--- config.mk ---
export PLATFORM = sky130hd
export DESIGN_NAME = tpdt_div
export DESIGN_NICKNAME = d
export VERILOG_FILES = /design/src/sv/tpdt_pkg.sv /design/src/sv/tpdt_div.sv
export SDC_FILE = /design/constraint.sdc
export NUM_CORES = 2
export LEC_CHECK = 0
export BUFFER_PORTS_ARGS = -buffer_cell sky130_fd_sc_hd__buf_2
export CAP_MARGIN = 40
export CORE_ASPECT_RATIO = 1.1
export CORE_UTILIZATION = 50
export CTS_BUF_LIST = sky130_fd_sc_hd__clkbuf_8
export CTS_CLUSTER_DIAMETER = 30
export DETAILED_ROUTE_END_ITERATION = 12
export HOLD_SLACK_MARGIN = 0.03
export PLACE_DENSITY = 0.68
export SLEW_MARGIN = 0
export SYNTH_ARGS = -nofsm -noshare
export SYNTH_HDL_FRONTEND = slang
export SYNTH_SLANG_ARGS = --single-unit
--- constraint.sdc ---
create_clock -name clk -period 5.7 [get_ports clk]
set_clock_uncertainty 0.05 [all_clocks]
set_input_delay 0 -clock clk [delete_from_list [all_inputs] [get_ports clk]]
set_output_delay 0 -clock clk [all_outputs]
set_load 0.05 [all_outputs]
--- src/sv/tpdt_pkg.sv ---
// shared types for the triangle point depth test pipeline
package tpdt_pkg;

  // per-request status that travels beside the depth
  typedef struct packed {
    logic degenerate;
    logic in_triangle;
  } tpdt_flags_t;

endpackage

--- src/sv/tpdt_div.sv ---
// restoring divider, one quotient bit per stage, then sign and saturation
module tpdt_div #(
  parameter int W = 16
) (
  input  logic                  clk,
  input  logic                  rst_n,
  input  logic                  in_valid,
  output logic                  in_ready,
  input  logic [3*W+6:0]        in_mag,
  input  logic [3*W+6:0]        in_den,
  input  logic                  in_neg,
  input  logic                  in_ovf,
  input  tpdt_pkg::tpdt_flags_t in_flags,
  output logic                  out_valid,
  input  logic                  out_ready,
  output logic signed [W-1:0]   out_depth,
  output tpdt_pkg::tpdt_flags_t out_flags
);

  localparam int MB = 3 * W + 7;
  localparam int NS = W + 1;

  logic [NS-1:0] v_r;
  logic [NS-1:0] en;

  logic [MB-1:0] rem_r [W];
  logic [MB-1:0] den_r [W];
  logic [W-1:0]  q_r   [W];
  logic          neg_r [W];
  logic          ovf_r [W];
  tpdt_pkg::tpdt_flags_t fl_r [W];

  logic [W-1:0]          qm;
  logic signed [W-1:0]   depth_r, depth_nxt;
  tpdt_pkg::tpdt_flags_t flo_r;

  always_comb begin
    en[NS-1] = !v_r[NS-1] || out_ready;
    for (int k = NS - 2; k >= 0; k--) begin
      en[k] = !v_r[k] || en[k+1];
    end
  end

  assign in_ready = en[0];

  always_ff @(posedge clk) begin
    if (!rst_n) begin
      v_r <= '0;
    end else begin
      if (en[0]) begin
        v_r[0] <= in_valid;
      end
      for (int k = 1; k < NS; k++) begin
        if (en[k]) begin
          v_r[k] <= v_r[k-1];
        end
      end
    end
  end

  for (genvar k = 0; k < W; k++) begin : g_step
    localparam int BIT = W - 1 - k;
    logic [MB-1:0] rem_in, den_in, shd;
    logic [W-1:0]  q_in;
    logic          neg_in, ovf_in;
    tpdt_pkg::tpdt_flags_t fl_in;

    if (k == 0) begin : g_first
      assign rem_in = in_mag;
      assign den_in = in_den;
      assign q_in   = '0;
      assign neg_in = in_neg;
      assign ovf_in = in_ovf;
      assign fl_in  = in_flags;
    end else begin : g_next
      assign rem_in = rem_r[k-1];
      assign den_in = den_r[k-1];
      assign q_in   = q_r[k-1];
      assign neg_in = neg_r[k-1];
      assign ovf_in = ovf_r[k-1];
      assign fl_in  = fl_r[k-1];
    end

    assign shd = den_in << BIT;

    always_ff @(posedge clk) begin
      if (en[k]) begin
        if (rem_in >= shd) begin
          rem_r[k] <= rem_in - shd;
          q_r[k]   <= q_in | (W'(1) << BIT);
        end else begin
          rem_r[k] <= rem_in;
          q_r[k]   <= q_in;
        end
        den_r[k] <= den_in;
        neg_r[k] <= neg_in;
        ovf_r[k] <= ovf_in;
        fl_r[k]  <= fl_in;
      end
    end
  end

  assign qm = q_r[W-1];

  always_comb begin
    if (fl_r[W-1].degenerate) begin
      depth_nxt = '0;
    end else if (!neg_r[W-1]) begin
      if (ovf_r[W-1] || qm[W-1]) begin
        depth_nxt = {1'b0, {(W-1){1'b1}}};
      end else begin
        depth_nxt = qm;
      end
    end else begin
      if (ovf_r[W-1] || (qm > {1'b1, {(W-1){1'b0}}})) begin
        depth_nxt = {1'b1, {(W-1){1'b0}}};
      end else begin
        depth_nxt = -qm;
      end
    end
  end

  always_ff @(posedge clk) begin
    if (en[NS-1]) begin
      depth_r <= depth_nxt;
      flo_r   <= fl_r[W-1];
    end
  end

  assign out_valid = v_r[NS-1];
  assign out_depth = depth_r;
  assign out_flags = flo_r;

endmodule

* Yosys cells after proc, flatten, opt, wreduce, memory -nomap -nowiden
Memories as Yosys holds them, arrays and structs flattened. Cells that the tools add are included.
Cells by class: add/sub/neg operators 17, $lt $le $gt $ge 17, mux-type cells 163, bitwise gates (word level) 32, reduce and logical (&&, ||, !) cells 36
Operator list (number):
- 55-bit greater-or-equal comparator | 16
- 55-bit 2-to-1 mux | 16
- 55-bit subtractor | 16
- 16-bit 2-to-1 mux | 19
- 1-bit 2-to-1 mux | 128
- 1-bit OR | 32
- 1-bit logical OR | 19
- 1-bit zero test | 17
- 16-bit > comparator, second input constant | 1
- 16-bit negator | 1
Word-level totals: register bits after elaboration 35, memory bits (writable) 2080, input port bits 118, output and inout port bits 20, logic and storage cells 291, memories 6
Memory list:
- den_r | depth 16, width 55, rd ports 15, clocked after memory_dff 0, wr ports 16, line tpdt_div.sv:27 | logic [MB-1:0] den_r [W];
- rem_r | depth 16, width 55, rd ports 15, clocked after memory_dff 0, wr ports 16, line tpdt_div.sv:26 | logic [MB-1:0] rem_r [W];
- q_r | depth 16, width 16, rd ports 16, clocked after memory_dff 0, wr ports 16, line tpdt_div.sv:28 | logic [W-1:0] q_r [W];
- fl_r | depth 16, width 2, rd ports 16, clocked after memory_dff 0, wr ports 16, line tpdt_div.sv:31 | tpdt_pkg::tpdt_flags_t fl_r [W];
- neg_r | depth 16, width 1, rd ports 16, clocked after memory_dff 0, wr ports 16, line tpdt_div.sv:29 | logic neg_r [W];
- ovf_r | depth 16, width 1, rd ports 16, clocked after memory_dff 0, wr ports 16, line tpdt_div.sv:30 | logic ovf_r [W];

* Logic depth before layout (Yosys ltp)
depth after elaboration 21, mapped depth 16, mapped depth without buffers 14

* Worst setup path before layout
No wires, ideal clock.
path kind register to register, start point register v_r[16], end point memory rem_r[0][374] in the netlist's numbering, data pin, library setup time 0.260 ns, arrival time 6.073 ns, required time 5.390 ns, setup slack -0.683 ns, cell stages (with the launch flop) 12, buffers on the path 2, period minus slack after synthesis 6.383 ns, cells stage by stage dfxtp_1 > nor2b_1 > inv_1 > nor2_1 > and4_1 > and2_1 > nand3_1 > nand3_1 > a21oi_1 > buf_2 > buf_2 > mux2_2
RTL lines:
- start: declaration | line tpdt_div.sv:23 | logic [NS-1:0] v_r;
- start signal: indexed assignment | line tpdt_div.sv:55 | v_r[k] <= v_r[k-1];
- end: declaration | line tpdt_div.sv:26

==> results.cfg <==
[sta]
slew_viol_final = 0
fin_ws_ns = 0.357
finalSetupViolCount = 0
fin_setup_tns_ns = 0
slew_headroom = 0.387
rsz0062_at_grt = no
hold_viol = 0
period_minus_slack_ns = 5.34
tightest_slew_ns = 0.912
period_share = 0.937
fmax_ghz = 0.187

[yosys]
syn-cell-area_um2 = 107000
yosysUniqueCellTypes = 101
seq_area_frac_synth = 0.529
synthFlopType = edfxtp_1
syn_nets = 10600
synth_warnings = 0
synth_edf_count = 1868
synth.avg_cell_area_um2 = 11.0
synthCells = 9724
ys_ff_latch = 1885
synthArstFlopShare = 0

[cells_and_area]
final_cell_mix = edfxtp_1, inv_1, a21oi_1
area_growth_pct = 14.6
final_area_um2 = 122000
drive_above_1_share = 0.101
mostFrequentLayoutCell = edfxtp_1
fin_nets = 11300
final_cells = 13500

[critical_path]
critPathBufInv = 8
arrival_ns = 6.26
crit_fanout = 24
r2r_cells = 17
cp_top_family = buffers and inverters
worstPathCellList = dlygate4sd3_1 -> buf_2 -> dlygate4sd3_1 -> inv_1 -> ha_1 -> nor2b_1 -> o31a_1 -> o311ai_2 -> o21ai_1 -> a21oi_1 -> o311ai_1 -> nor3_2 -> o21ai_0 -> o21ai_4 -> buf_12 -> buf_12 -> nand2_1 -> dlygate4sd3_1 -> o21ai_0 -> dlygate4sd3_1
cpPeakStageDelay_ns = 0.60
start_kind = primary input
crit_required_ns = 6.61
cp_num_cells = 20
path_class = primary input to flip-flop
cp_slowest_cell = dlygate4sd3_1
r2r-start = v_r[16]
startpoint = in_den[2]
r2r_slack_ns = 0.47
end_kind = flip-flop
cpMostUsedCell = dlygate4sd3_1

[power_and_ir_drop]
ir_drop_v = 0.000267
power_density_nw_per_um2 = 553
switching_share = 0.383
power_frac_clock = 0.211
p_int_mw = 41.7
p_comb_frac = 0.458
leakage_nw = 52.8
total_power_mw = 67.6
switchingPower_mw = 25.9
seqPwrFrac = 0.331

[hold_path]
hp-start = in_flags[1]
hold_class = primary input to flip-flop
hold_path_depth = 3

[run]
cap_violations = 0

[clock_network]
cts_tree = yes
numClockSinks = 1885
insertion_delay_ns = 1.09
cts_buffer_depth = 4
htreeDepth = 5
cts-root-buf = clkbuf_8
cts_buffers = 401
cts.clk_slew.worst_paths_ns = 0.06

[routing]
drt_first_pass_iters = 6
dr.first_iter.drc_count = 3936
drc = 0
drt_wl_total_mm = 259
ant_nets = 0
wl_per_cell_um = 19.1
via_per_inst = 5.55
num_vias = 75100

[global_route]
grt_pass1_vias = 78100
grtUsageTotal = 0.237
antenna_found_initial = 8
grt_pass1_wl_mm = 405
grt_max_degree = 128
globalRouteOverflowTotal = 0

[floorplan]
core-area_um2 = 212000
num_io_pins = 138
dieWidth_um = 442
start_util = 0.504
dieArea_um2 = 215000
die_h_um = 486
rows = 177

[place]
placed_area_um2 = 111000
place_ws_ns = 0.943
place_hpwl_mm = 200
gp_congestion = 0.980
placed_cells = 12500
portBuffers = 137

[run_status]
status = complete, no violations
[area by class of cell]
| class | instances | area, um^2 |
|---|---|---|
| clock buffer | 405 | 5570 |
| sequential | 1885 | 56400 |
| antenna | 40 | 100 |
| inverter | 956 | 3610 |
| multi-input combinational | 6598 | 45700 |
| clock inverter | 308 | 2500 |
| tap | 2774 | 3470 |
| fill | 17700 | 89500 |
| timing repair buffer | 556 | 4900 |
[worst register-to-register path: stages, from the launching register on]
cell and delay, ns:
dfxtp_1 0.32, nor2b_1 0.24, inv_1 0.10, nor2_1 0.11
buf_4 0.15, and4_1 0.54, and3_1 0.43, and2_1 0.43
and3_2 0.41, a21oi_1 0.13, o21ai_0 0.29, o21ai_4 0.13
buf_12 0.19, buf_12 0.17, nand2_1 0.10, dlygate4sd3_1 0.54
o21ai_0 0.11, dlygate4sd3_1 0.59
[synthesized netlist by cell type, types with 30 or more instances]
cell type  number  share of area
edfxtp_1     1868           0.53
inv_1         955          0.034
a21oi_1       940          0.044
ha_1          761          0.089
nand2_1       674          0.024
o21ai_0       608          0.029
nor2_1        594          0.021
a21o_1        489          0.034
xnor2_1       360          0.030
xor2_1        261          0.021
clkbuf_1      208         0.0073
nand3_1       171         0.0080
nand4_1       143         0.0084
mux2_2        140          0.015
nand2b_1      114         0.0067
nor2b_1       102         0.0060
o21a_1         92         0.0065
nor3_1         90         0.0042
o21bai_1       88         0.0062
a31oi_1        86         0.0050
and3_1         84         0.0049
buf_2          58         0.0027
a211oi_1       54         0.0038
o31ai_1        53         0.0037
nor4_1         43         0.0025
mux2_1         40         0.0042
and2_1         38         0.0022
o211ai_1       35         0.0025
or3_1          33         0.0019
a21boi_0       30         0.0021
[power groups by stage]
stage | combinational, mW | sequential (mW) | clock [mW]
6_report | 31.0 | 22.4 | 14.3
3_5_place_dp | 30.4 | 22.6 | 0
2_1_floorplan | 23.5 | 21.8 | 0
5_1_grt | 34.4 | 22.8 | 15.4
4_1_cts | 30.8 | 22.3 | 14.7
3_3_place_gp | 30.0 | 22.6 | 0
[registers in the layout, indices dropped and copies added, names as in the netlist]
name       cells
den_r        825
fl_r          32
neg_r         16
out_depth     16
out_flags      2
ovf_r         16
q_r          136
rem_r        825
v_r           17
[stage by stage]
stage | hold WS [ns] | utilization
2_1_floorplan | 0.0489 | -
3_3_place_gp | 0.126 | 0.523
3_5_place_dp | 0.128 | 0.524
4_1_cts | 0.0301 | 0.577
5_1_grt | 0.0637 | 0.577
6_report | 0.152 | 0.577
[routing by layer]
metal	global-route usage	vias to the layer above	routed length (um)
met5	0	-	0
met4	0.183	0	21200
met3	0.0337	824	8740
met2	0.452	1887	137000
met1	0.228	35200	92200
li1	-	37200	-
[cell families (layout without fill, tap and decap cells)]
group,count (synthesis),after routing,share of synthesized area
AO/OA/AOI/OAI,2763,2764,0.161
XOR/XNOR,621,621,0.0510
adder cells (fa/ha/maj),776,776,0.0921
buffers and inverters,1242,2225,0.0447
flip-flops,1885,1885,0.529
multiplexers,197,197,0.0206
other,0,40,0
AND/OR/NAND/NOR,2240,2240,0.101
[path summary, 6_finish.rpt]
path                   endpoint
hold / removal       fl_r[0][1]
setup / recovery   rem_r[0][16]
hold reg to reg   den_r[0][209]
setup reg to reg   rem_r[0][16]
[timing repair]
action | CTS | global route
hold endpoints to repair | 205 | 0
gates resized for setup | 0 | 1
buffers inserted | 0 | 2
hold buffers | 312 | 0
endpoints found under the setup margin | 0 | 10
No activity file was read; power rests on OpenSTA's default activity.
